$ cat config.mk
export PLATFORM = sky130hd
export DESIGN_NAME = raft_election_node_table
export DESIGN_NICKNAME = d
export VERILOG_FILES = /design/src/rtl/rent_pkg.sv /design/src/rtl/rent_datapath.sv /design/src/rtl/rent_ctrl.sv /design/src/rtl/raft_election_node_table.sv
export SDC_FILE = /design/constraint.sdc
export NUM_CORES = 2
export LEC_CHECK = 0
export BUFFER_PORTS_ARGS = -buffer_cell sky130_fd_sc_hd__buf_2
export CAP_MARGIN = 20
export CELL_PAD_IN_SITES_DETAIL_PLACEMENT = 0
export CELL_PAD_IN_SITES_GLOBAL_PLACEMENT = 1
export CORE_ASPECT_RATIO = 0.5
export CORE_MARGIN = 2
export CORE_UTILIZATION = 52
export CTS_BUF_LIST = sky130_fd_sc_hd__clkbuf_8
export DETAILED_ROUTE_END_ITERATION = 8
export PLACE_DENSITY_LB_ADDON = 0.1
export SYNTH_ARGS = -nofsm -noshare
export SYNTH_HDL_FRONTEND = slang
export SYNTH_SLANG_ARGS = --single-unit
$ cat constraint.sdc
create_clock -name clk -period 15.3 [get_ports clk]
set_input_delay 0 -clock clk [delete_from_list [all_inputs] [get_ports clk]]
set_output_delay 0 -clock clk [all_outputs]
set_load 0.03 [all_outputs]
$ cat src/rtl/rent_pkg.sv
// rent_pkg: shared types and codes for the election node table
// no dependencies
package rent_pkg;

  localparam logic [2:0] OP_TIMEOUT  = 3'd0;
  localparam logic [2:0] OP_CAMPAIGN = 3'd1;
  localparam logic [2:0] OP_REQVOTE  = 3'd2;
  localparam logic [2:0] OP_VOTEREC  = 3'd3;
  localparam logic [2:0] OP_REPLY    = 3'd4;
  localparam logic [2:0] OP_APPEND   = 3'd5;

  localparam logic [2:0] K_TIMER    = 3'd0;
  localparam logic [2:0] K_CAMPAIGN = 3'd1;
  localparam logic [2:0] K_REQVOTE  = 3'd2;
  localparam logic [2:0] K_REPLY    = 3'd3;
  localparam logic [2:0] K_VOTEREC  = 3'd4;
  localparam logic [2:0] K_APPEND   = 3'd5;

  localparam logic [1:0] ROLE_FOLLOWER  = 2'd0;
  localparam logic [1:0] ROLE_CANDIDATE = 2'd1;
  localparam logic [1:0] ROLE_LEADER    = 2'd2;
  localparam logic [3:0] VOTE_NONE      = 4'd15;

  // what the controller asks of the datapath
  typedef struct packed {
    logic load;    // capture input and read node record
    logic decide;  // evaluate event, write record, latch plan
    logic emit;    // load output register with current result
  } cmd_t;

  // plan handed back to the controller
  typedef struct packed {
    logic       single;   // one or two fixed results
    logic       two;
    logic       bcast;    // broadcast to all other nodes
    logic       none;
  } stat_t;

  typedef struct packed {
    logic [2:0]  kind;
    logic [2:0]  dest;
    logic [2:0]  src;
    logic [31:0] term;
    logic [31:0] llt;
    logic [31:0] lli;
    logic        granted;
    logic        higher;
    logic [32:0] due;
    logic [15:0] interval;
    logic        elected;
  } res_t;

endpackage

$ cat src/rtl/rent_datapath.sv
// rent_datapath: per-node election records, event evaluation, result build
// depends on rent_pkg
module rent_datapath #(
  parameter int NODES = 8
) (
  input  logic               clk,
  input  logic               rst_n,
  input  rent_pkg::cmd_t     cmd,
  input  logic [2:0]         slot,     // result slot or broadcast destination
  input  logic [3:0]         csize,
  input  logic [2:0]         in_op,
  input  logic [2:0]         in_node,
  input  logic [31:0]        in_event_time,
  input  logic [2:0]         in_peer,
  input  logic [31:0]        in_peer_term,
  input  logic signed [31:0] in_peer_last_term,
  input  logic signed [31:0] in_peer_last_index,
  input  logic               in_vote_granted,
  input  logic               in_term_update,
  input  logic [15:0]        in_timeout_interval,
  input  logic [15:0]        in_random_time,
  output rent_pkg::stat_t    stat,
  output logic [3:0]         active,
  output rent_pkg::res_t     res
);
  // the node field addresses at most eight records
  localparam int NEFF = (NODES > 8) ? 8 : NODES;
  localparam int NW = $clog2(NEFF);

  logic [1:0]  role_r   [NEFF];
  logic [31:0] term_r   [NEFF];
  logic [3:0]  vfor_r   [NEFF];
  logic [3:0]  vag_r    [NEFF];
  logic [3:0]  cast_r   [NEFF];
  logic [31:0] heard_r  [NEFF];

  logic [2:0]  op_r, nd_r, peer_r;
  logic [31:0] t_r, pterm_r;
  logic signed [31:0] plt_r, pli_r;
  logic        gr_r, upd_r;
  logic [15:0] ivl_r, rnd_r;
  logic        valid_nd_r;

  // outcome of evaluation, latched at decide
  rent_pkg::res_t r0_r, r1_r, rb_r;
  rent_pkg::res_t rb_d;
  rent_pkg::stat_t st_r;

  // effective cluster size
  logic [3:0] c;
  always_comb begin
    c = csize;
    if (c == 4'd0) c = 4'd1;
    if (c > 4'(NEFF)) c = 4'(NEFF);
    if (c > 4'd8) c = 4'd8;
  end
  assign active = c;

  logic [NW-1:0] ni;
  assign ni = nd_r[NW-1:0];

  logic [1:0]  role_n;
  logic [31:0] term_n;
  logic [3:0]  vf, va;
  logic [3:0]  cast_n;
  logic [31:0] heard_n;
  assign role_n  = role_r[ni];
  assign term_n  = term_r[ni];
  assign vf      = vfor_r[ni];
  assign va      = vag_r[ni];
  assign cast_n  = cast_r[ni];
  assign heard_n = heard_r[ni];

  logic [1:0]  role_x;
  logic [31:0] term_x, heard_x;
  logic [3:0]  vf_x, va_x, cast_x;
  rent_pkg::res_t a, b, bc;
  rent_pkg::stat_t st;
  logic signed [33:0] tdiff;
  logic [3:0] half;
  logic log_better;

  always_comb begin
    role_x = role_n; term_x = term_n; heard_x = heard_n;
    vf_x = vf; va_x = va; cast_x = cast_n;
    a = '0; b = '0; bc = '0; st = '0;
    half = c >> 1;
    tdiff = $signed({2'b00, t_r}) - $signed({18'd0, ivl_r});
    // empty log is -1/-1 on this node
    log_better = (-32'sd1 > plt_r) || ((plt_r == -32'sd1) && (-32'sd1 > pli_r));
    a.dest = nd_r; a.src = nd_r; a.due = {1'b0, t_r};
    b = a;
    bc.src = nd_r; bc.term = term_n; bc.llt = -32'sd1; bc.lli = -32'sd1;
    bc.due = {1'b0, t_r};
    st.none = 1'b1;
    if (valid_nd_r) begin
      case (op_r)
        rent_pkg::OP_TIMEOUT: begin
          if (tdiff >= $signed({2'b00, heard_n})) begin
            heard_x = t_r; cast_x = rent_pkg::VOTE_NONE; vf_x = '0; va_x = '0;
            a.kind = rent_pkg::K_TIMER; a.due = {1'b0, t_r} + 33'(rnd_r);
            a.interval = rnd_r;
            if (term_n != '1) term_x = term_n + 32'd1;
            role_x = rent_pkg::ROLE_CANDIDATE;
            b.kind = rent_pkg::K_CAMPAIGN;
            st = '0; st.two = 1'b1;
          end
        end
        rent_pkg::OP_CAMPAIGN: begin
          if (role_n == rent_pkg::ROLE_CANDIDATE) begin
            vf_x = 4'd1; cast_x = {1'b0, nd_r};
            bc.kind = rent_pkg::K_REQVOTE;
            st = '0; st.bcast = 1'b1;
          end
        end
        rent_pkg::OP_REQVOTE: begin
          a.kind = rent_pkg::K_REPLY; a.dest = peer_r; a.term = term_n;
          st = '0; st.single = 1'b1;
          if (term_n > pterm_r) begin
            a.higher = 1'b1;
          end else if (role_n == rent_pkg::ROLE_LEADER) begin
            if (term_n < pterm_r) begin
              role_x = rent_pkg::ROLE_FOLLOWER; a.granted = 1'b1;
            end
          end else if (cast_n != rent_pkg::VOTE_NONE || log_better) begin
            a.granted = 1'b0;
          end else begin
            heard_x = t_r;
            a = '0; a.kind = rent_pkg::K_TIMER; a.dest = nd_r; a.src = nd_r;
            a.due = {1'b0, t_r} + 33'(rnd_r); a.interval = rnd_r;
            b.kind = rent_pkg::K_VOTEREC; b.src = peer_r;
            st = '0; st.two = 1'b1;
          end
        end
        rent_pkg::OP_VOTEREC: begin
          cast_x = {1'b0, peer_r};
          a.kind = rent_pkg::K_REPLY; a.dest = peer_r; a.term = term_n;
          a.granted = 1'b1;
          st = '0; st.single = 1'b1;
        end
        rent_pkg::OP_REPLY: begin
          if (upd_r) begin
            term_x = pterm_r; role_x = rent_pkg::ROLE_FOLLOWER;
          end else if (role_n == rent_pkg::ROLE_CANDIDATE) begin
            if (gr_r) begin
              if (vf != 4'd15) vf_x = vf + 4'd1;
              if (vf_x > half) begin
                role_x = rent_pkg::ROLE_LEADER;
                bc.kind = rent_pkg::K_APPEND; bc.elected = 1'b1;
                st = '0; st.bcast = 1'b1;
              end
            end else begin
              if (va != 4'd15) va_x = va + 4'd1;
              if (va_x > half) begin
                heard_x = t_r;
                a.kind = rent_pkg::K_TIMER; a.interval = rnd_r;
                a.due = {1'b0, t_r} + {16'd0, rnd_r, 1'b0};
                st = '0; st.single = 1'b1;
              end
            end
          end
        end
        rent_pkg::OP_APPEND: begin
          if (pterm_r >= term_n) begin
            role_x = rent_pkg::ROLE_FOLLOWER; term_x = pterm_r;
            vf_x = '0; va_x = '0; cast_x = rent_pkg::VOTE_NONE;
          end
          heard_x = t_r;
        end
        default: ;
      endcase
    end
  end

  // broadcast result takes its destination from the slot
  always_comb begin
    rb_d = rb_r;
    rb_d.dest = slot;
  end

  always_ff @(posedge clk) begin
    if (!rst_n) begin
      for (int i = 0; i < NEFF; i++) begin
        role_r[i] <= rent_pkg::ROLE_FOLLOWER; term_r[i] <= '0;
        vfor_r[i] <= '0; vag_r[i] <= '0; cast_r[i] <= rent_pkg::VOTE_NONE;
        heard_r[i] <= '0;
      end
      st_r <= '0;
    end else begin
      if (cmd.decide) begin
        role_r[ni] <= role_x; term_r[ni] <= term_x; vfor_r[ni] <= vf_x;
        vag_r[ni] <= va_x; cast_r[ni] <= cast_x; heard_r[ni] <= heard_x;
        st_r <= st;
      end
    end
  end

  always_ff @(posedge clk) begin
    if (cmd.load) begin
      op_r <= in_op; nd_r <= in_node; peer_r <= in_peer; t_r <= in_event_time;
      pterm_r <= in_peer_term; plt_r <= in_peer_last_term;
      pli_r <= in_peer_last_index; gr_r <= in_vote_granted;
      upd_r <= in_term_update; ivl_r <= in_timeout_interval;
      rnd_r <= in_random_time;
      valid_nd_r <= ({1'b0, in_node} < c);
    end
    if (cmd.decide) begin
      r0_r <= a; r1_r <= b; rb_r <= bc;
    end
    if (cmd.emit) begin
      if (st_r.bcast) res <= rb_d;
      else if (slot == 3'd0) res <= r0_r;
      else res <= r1_r;
    end
  end

  assign stat = st_r;
endmodule

$ cat src/rtl/rent_ctrl.sv
// rent_ctrl: sequencer for load, decide and result emission
// depends on rent_pkg
module rent_ctrl (
  input  logic            clk,
  input  logic            rst_n,
  input  logic            in_valid,
  output logic            in_stall,
  output logic            out_valid,
  input  logic            out_stall,
  output logic            out_last,
  input  rent_pkg::stat_t stat,
  input  logic [3:0]      active,
  input  logic [2:0]      node,
  output rent_pkg::cmd_t  cmd,
  output logic [2:0]      slot
);
  typedef enum logic [1:0] {S_IDLE, S_DECIDE, S_PLAN, S_EMIT} state_t;
  state_t state_r;
  logic [3:0] idx_r;
  logic       oval_r, olast_r;
  logic [2:0] node_r;

  // next slot to emit, skipping own node during broadcast
  logic [3:0] cur, nxt;
  logic       have, more;
  always_comb begin
    cur = idx_r;
    if (stat.bcast && cur[2:0] == node_r && cur < active) cur = cur + 4'd1;
    have = stat.bcast ? (cur < active) : (stat.two ? cur < 4'd2 : cur < 4'd1);
    nxt = cur + 4'd1;
    if (stat.bcast && nxt[2:0] == node_r && nxt < active) nxt = nxt + 4'd1;
    more = stat.bcast ? (nxt < active) : (stat.two ? nxt < 4'd2 : 1'b0);
  end

  wire out_free = !oval_r || !out_stall;
  assign in_stall  = (state_r != S_IDLE);
  assign out_valid = oval_r;
  assign out_last  = olast_r;
  assign slot      = cur[2:0];

  always_comb begin
    cmd = '0;
    cmd.load   = (state_r == S_IDLE) && in_valid;
    cmd.decide = (state_r == S_DECIDE);
    cmd.emit   = (state_r == S_EMIT) && out_free && have;
  end

  always_ff @(posedge clk) begin
    if (!rst_n) begin
      state_r <= S_IDLE; idx_r <= '0; oval_r <= 1'b0; olast_r <= 1'b0;
      node_r <= '0;
    end else begin
      if (oval_r && !out_stall) oval_r <= 1'b0;
      case (state_r)
        S_IDLE: if (in_valid) begin
          state_r <= S_DECIDE; node_r <= node;
        end
        S_DECIDE: state_r <= S_PLAN;
        S_PLAN: begin
          idx_r <= '0;
          state_r <= stat.none ? S_IDLE : S_EMIT;
        end
        S_EMIT: if (out_free) begin
          if (have) begin
            oval_r <= 1'b1; olast_r <= !more; idx_r <= nxt;
            if (!more) state_r <= S_IDLE;
          end else state_r <= S_IDLE;
        end
        default: state_r <= S_IDLE;
      endcase
    end
  end
endmodule

$ cat src/rtl/raft_election_node_table.sv
// raft_election_node_table: top level of the election node table
// depends on rent_pkg, rent_ctrl, rent_datapath
//
// input channel in_*: one event per transfer, addressed to one node
// output channel out_*: the events it causes, out_last_item on the final one
// cfg_we/cfg_data: writes cluster_size (reset 3), to be done only while idle;
// the user is bound to this, as the block leaves it unchecked; an event is
// loaded, evaluated and planned over the single shared record port, then its
// results, up to seven for a broadcast, go one by one to the output register
// the input stalls until the last result is in the output register
// out_stall holds the output register and pauses emission
// reset (synchronous, rst_n low) puts every node to follower, term 0,
// no vote, counters zero, last heard 0
// events for nodes outside the cluster and unknown ops give no results
module raft_election_node_table #(
  parameter int NODES = 8
) (
  input  logic               clk,
  input  logic               rst_n,
  input  logic               cfg_we,
  input  logic [3:0]         cfg_data,
  input  logic               in_valid,
  output logic               in_stall,
  input  logic [2:0]         in_op,
  input  logic [2:0]         in_node,
  input  logic [31:0]        in_event_time,
  input  logic [2:0]         in_peer,
  input  logic [31:0]        in_peer_term,
  input  logic signed [31:0] in_peer_last_term,
  input  logic signed [31:0] in_peer_last_index,
  input  logic               in_vote_granted,
  input  logic               in_term_update,
  input  logic [15:0]        in_timeout_interval,
  input  logic [15:0]        in_random_time,
  output logic               out_valid,
  input  logic               out_stall,
  output logic [2:0]         out_kind,
  output logic [2:0]         out_dest,
  output logic [2:0]         out_src,
  output logic [31:0]        out_term,
  output logic signed [31:0] out_last_log_term,
  output logic signed [31:0] out_last_log_index,
  output logic               out_granted,
  output logic               out_higher_term,
  output logic [32:0]        out_due_time,
  output logic [15:0]        out_interval,
  output logic               out_leader_elected,
  output logic               out_last_item
);
  logic [3:0] csize_r;
  rent_pkg::cmd_t  cmd;
  rent_pkg::stat_t stat;
  rent_pkg::res_t  res;
  logic [2:0] slot;
  logic [3:0] active;

  always_ff @(posedge clk) begin
    if (!rst_n) csize_r <= 4'd3;
    else if (cfg_we) csize_r <= cfg_data;
  end

  rent_ctrl u_ctrl (
    .clk, .rst_n, .in_valid, .in_stall, .out_valid, .out_stall,
    .out_last(out_last_item), .stat, .active, .node(in_node), .cmd, .slot
  );

  rent_datapath #(.NODES(NODES)) u_dp (
    .clk, .rst_n, .cmd, .slot, .csize(csize_r), .in_op, .in_node, .in_event_time,
    .in_peer, .in_peer_term, .in_peer_last_term, .in_peer_last_index,
    .in_vote_granted, .in_term_update, .in_timeout_interval, .in_random_time,
    .stat, .active, .res
  );

  assign out_kind           = res.kind;
  assign out_dest           = res.dest;
  assign out_src            = res.src;
  assign out_term           = res.term;
  assign out_last_log_term  = res.llt;
  assign out_last_log_index = res.lli;
  assign out_granted        = res.granted;
  assign out_higher_term    = res.higher;
  assign out_due_time       = res.due;
  assign out_interval       = res.interval;
  assign out_leader_elected = res.elected;

  // no new event while results are pending
  a_busy: assert property (@(posedge clk) disable iff (!rst_n)
    (out_valid && !out_last_item) |-> in_stall) else $error("accept during burst");
  // only heartbeats carry the elected flag
  a_elect: assert property (@(posedge clk) disable iff (!rst_n)
    (out_valid && out_leader_elected) |-> (out_kind == rent_pkg::K_APPEND))
    else $error("elected flag on wrong kind");
  // a broadcast never addresses its sender
  a_self: assert property (@(posedge clk) disable iff (!rst_n)
    (out_valid && (out_kind == rent_pkg::K_REQVOTE || out_kind == rent_pkg::K_APPEND))
    |-> (out_dest != out_src)) else $error("broadcast to self");
endmodule

==> results_tabular.tex <==
\begin{tabular}{lr}
\hline
Metric & Value \\
\hline
\multicolumn{2}{l}{\textbf{Outcome}} \\
Status & complete, no violations \\
\multicolumn{2}{l}{\textbf{STA}} \\
Endpoints failing setup & 0 \\
Relative slew margins & 24.3\% \\
Post-Route Skew & about 0.036 ns \\
Final worst path period share & between 40 and 50\% \\
Sum of negative setup slack & 0 ns \\
RSZ-0062 raised after global routing & false \\
Worst slew pin tran & between 1 and 1.5 ns \\
Timing-limited maximum frequency & 132 MHz \\
Pins over their slew limit & 0 \\
Time the final worst path needs with I/O delays and setup & 7.57 ns \\
Final Hold Violating Endpoints & 0 \\
Hold slack final & 0.114 ns \\
\multicolumn{2}{l}{\textbf{Clock network}} \\
Post-CTS Setup Bufs & 0 \\
Clock tree root driver cell & sky130\_fd\_sc\_hd\_\_clkbuf\_8 \\
CTS Hold Buffers Added & 361 \\
Level count of the clock H-tree & 4 \\
Post-cts sizing count & 0 \\
Total clock buffers created by CTS & about 150 \\
Skew-Pair Late Insertion Delay & 0.88 ns \\
Maximum number of buffers from clock root to sink & 3 \\
Clock tree from TritonCTS & done \\
Clock input transition at the sequential cells of the worst setup and hold paths & approximately 0.06 ns \\
Sink count of the clock tree & roughly 1100 \\
\multicolumn{2}{l}{\textbf{Drt}} \\
Total number of vias & between 30000 and 40000 \\
Post-route DRC violation count & 0 \\
Detailed-routing iteration count for the pre-antenna-repair pass & 5 \\
Count of routing violations after the opening detailed-route iteration & 3438 \\
Wire length reported by the detailed router & $\sim$140 mm \\
Wire length on met3 & between 8 and 9 mm \\
Per-cell routed wire length & 24.4 µm \\
Metal-1 WL & slightly above 60 mm \\
Routed length on met2 & 71.5 mm \\
Via/cell ratio & $\sim$5.8 \\
Top layer reached by signal wires & met4 \\
Antenna-violating nets left & 0 \\
\multicolumn{2}{l}{\textbf{Die}} \\
Total die area & 101000 µm² \\
Die H & approximately 230 µm \\
I/O pin count & 340 \\
Floorplan row count & a little over 80 \\
Initial standard-cell utilization of the core & between 50\% and 60\% \\
Core footprint & approximately 100000 µm² \\
Die Width & roughly 450 µm \\
\multicolumn{2}{l}{\textbf{Pwr}} \\
Power density of the placed cells & between 100 and 150 nW/µm² \\
Maximum vdd ir drop & a little over 0.09 mV \\
Leakage Power & roughly 22 nW \\
\multicolumn{2}{l}{\textbf{Critical path}} \\
Arrival time at the worst endpoint & slightly above 8 ns \\
Worst setup SP type & register \\
Sequence of cells on the critical path & ha\_1, nor2b\_1, o21ai\_0, a21boi\_0, o21ai\_0, a211oi\_1, o311ai\_0, o21ai\_0, and2\_1, nor3\_1, xnor2\_1, ha\_1, nand4\_1, o21bai\_1, a21oi\_1, o211ai\_1, a311oi\_1, a311o\_2, o22ai\_2, buf\_4, o311a\_4, mux2i\_2, nor2\_1 \\
Critical Path Fanout Max & 32 \\
Crit path capture type & register \\
Sum of buffers and inverters on the critical path & 1 \\
Crit Path Class & register to register \\
Largest incremental delay on the critical path & a little over 0.7 ns \\
Cell type group with the largest total delay on the critical path & compound AO/OA/AOI/OAI gates \\
Required time worst endpoint & roughly 16 ns \\
Most prevalent standard cell on the critical path & sky130\_fd\_sc\_hd\_\_o21ai\_0 \\
Worst-path cell with the longest stage delay & sky130\_fd\_sc\_hd\_\_a311o\_2 \\
\multicolumn{2}{l}{\textbf{Final layout}} \\
Utilization of the core after routing & just over 60\% \\
Fillers & approximately 7600 \\
Area Overhead vs Synth & 17.6\% \\
Fraction of layout instances using a drive strength above 1 & between 20\% and 30\% \\
Nets & about 4800 \\
\multicolumn{2}{l}{\textbf{Yosys}} \\
Combinational family with the most area after synthesis & simple AND/OR/NAND/NOR gates \\
Synthesized-area fraction occupied by xor and xnor cells & approximately 1.2\% \\
Mean post-synth cell area & 13.5 µm² \\
Fraction of the mapped netlist area in simple logic gates & a little under an eighth \\
Compound-Gate Fraction of Synth Area & 6.54\% \\
Synthesized net count & between 4000 and 5000 \\
Number of different library cells in the post-synthesis netlist & 100 \\
Proportion of synthesized area in mux cells & 10.9\% \\
Part of the Yosys area used for sequential elements & between 60\% and 70\% \\
Proportion of synthesized flip-flops having asynchronous set or reset & 0\% \\
Warnings from Yosys & 0 \\
Count of flip-flops with a built-in enable after synthesis & around 1100 \\
Synth Area in Adders & $\sim$3.5\% \\
Cell area after synthesis & 51100 µm² \\
Post-Synthesis Cells & between 3000 and 4000 \\
Post-synth top flop & sky130\_fd\_sc\_hd\_\_edfxtp\_1 \\
Register bit total from synthesis & 1073 \\
\multicolumn{2}{l}{\textbf{Global route}} \\
Wire length of the first global-routing pass & $\sim$210 mm \\
Number of antenna violations at the first check in global routing & 3 \\
Global-route usage over all layers & 28.6\% \\
Largest net degree at the start of global routing & 84 \\
Via count of the first global-routing pass & roughly 35000 \\
Total grt overflow & 0 \\
\multicolumn{2}{l}{\textbf{Run}} \\
Maxcap violations & 0 \\
\multicolumn{2}{l}{\textbf{Min path}} \\
Class of the tightest hold or removal check & input pin to register \\
\multicolumn{2}{l}{\textbf{Place}} \\
Detailed placement HPWL & 83.9 mm \\
Final estimated routing congestion in global placement & 0.886 \\
Port bufs & about 340 \\
\hline
\end{tabular}
## per-layer routing
metal  vias to the layer above  GRT usage (%)
met1                     17200           38.3
met5                         -              0
met3                       217           3.92
met4                         0           9.00
li1                      15400              -
met2                      1256           48.6
## registers in the layout, indices dropped and copies added, names as in the netlist, 3 cells and up, named ones only
signal         cells
u_dp.vfor_r       32
u_dp.stat          3
u_dp.r0_r         87
u_dp.pli_r        32
u_dp.term_r      256
u_ctrl.node_r      3
u_dp.r1_r         40
u_dp.plt_r        32
csize_r            4
u_dp.cast_r       32
u_dp.nd_r          3
u_dp.op_r          3
u_dp.t_r          32
u_dp.pterm_r      32
u_dp.ivl_r        16
u_dp.heard_r     256
u_dp.role_r       16
u_dp.rnd_r        16
u_ctrl.idx_r       4
u_dp.peer_r        3
u_dp.rb_d         35
u_dp.res          94
u_dp.vag_r        32
## stage by stage
stage	worst slack [ns]	total power (W)	instances	area [µm²]
6_report	7.73	0.00715	5888	60100
5_1_grt	7.06	0.00744	5887	60100
3_3_place_gp	7.68	0.00498	5261	53700
2_1_floorplan	4.41	0.00459	3783	51100
3_5_place_dp	7.91	0.00501	5262	53800
4_1_cts	7.89	0.00717	5886	60100
## synth_stat cells (16+ instances only)
master                     count  area (µm²)
sky130_fd_sc_hd__edfxtp_1   1052       31600
sky130_fd_sc_hd__nor2_1      729        2740
sky130_fd_sc_hd__nand2_1     266         998
sky130_fd_sc_hd__mux4_2      151        3400
sky130_fd_sc_hd__ha_1        139        1740
sky130_fd_sc_hd__inv_1       138         518
sky130_fd_sc_hd__clkbuf_1    125         469
sky130_fd_sc_hd__o21ai_0     112         561
sky130_fd_sc_hd__mux2i_1      94         941
sky130_fd_sc_hd__a21oi_1      90         450
sky130_fd_sc_hd__mux2_2       88         991
sky130_fd_sc_hd__buf_4        72         541
sky130_fd_sc_hd__xnor2_1      56         490
sky130_fd_sc_hd__nand3_1      39         195
sky130_fd_sc_hd__nand4_1      39         244
sky130_fd_sc_hd__and3_1       33         206
sky130_fd_sc_hd__nor3_1       33         165
sky130_fd_sc_hd__and2_1       32         200
sky130_fd_sc_hd__a21o_1       29         218
sky130_fd_sc_hd__nor2b_1      28         175
sky130_fd_sc_hd__a31oi_1      24         150
sky130_fd_sc_hd__nor4_1       22         138
sky130_fd_sc_hd__o22ai_1      22         138
sky130_fd_sc_hd__dfxtp_1      21         420
sky130_fd_sc_hd__a22oi_1      18         135
sky130_fd_sc_hd__nand2b_1     18         113
sky130_fd_sc_hd__buf_1        16        60.1
## power by group
part	internal [W]	switching (W)	leakage (nW)
logic	0.000561	0.000918	9.98
clock network	0.000990	0.00113	1.54
registers	0.00344	0.000112	10.5
## final timing paths
check	cells after the start	slack (ns)	start	endpoint
min reg2reg	2	0.49	u_ctrl.out_last	u_ctrl.out_last
max	23	7.73	u_dp.t_r[1]	u_dp.heard_r[1][0]
max reg2reg	23	7.73	u_dp.t_r[1]	u_dp.heard_r[1][0]
min	4	0.11	out_stall	u_ctrl.out_valid
## cell type report
type,count,area (µm²),area share [%]
sequential,1073,32000,53.3
clock buffer,158,2170,3.62
multi-input combinational,2322,17400,28.9
tap,1328,1660,2.77
clock inverter,105,505,0.842
timing repair buffer,758,5780,9.62
inverter,142,533,0.887
antenna,2,5.00,0.00833
## worst register-to-register path, delay by kind of cell, from the launching register on
family                   cells  cell delay (ns)
AO/OA/AOI/OAI               13             4.21
XOR/XNOR                     1             0.10
AND/OR/NAND/NOR              5             0.86
multiplexers                 1             0.55
flip-flops                   1             0.56
buffers and inverters        1             0.37
adder cells (fa/ha/maj)      2             0.67
## cells by family after synthesis
logic type / Yosys count
multiplexers: 345
flip-flops: 1073
XOR/XNOR: 69
AO/OA/AOI/OAI: 459
adder cells (fa/ha/maj): 142
AND/OR/NAND/NOR: 1307
buffers and inverters: 388
## cell usage in the layout, fill, tap and decap left out, drive strengths merged, types with 28 or more instances in the layout
cell / instances
edfxtp: 1052
nor2: 730
buf: 397
dlygate4sd3: 361
nand2: 266
inv: 190
clkbuf: 158
mux4: 156
ha: 139
o21ai: 112
mux2i: 101
a21oi: 93
mux2: 88
xnor2: 56
clkinv: 51
nand3: 40
nand4: 39
nor3: 36
nor4: 35
and3: 34
and2: 33
a21o: 29
nor2b: 28
Note: power is estimated with default switching activity, not from simulation.
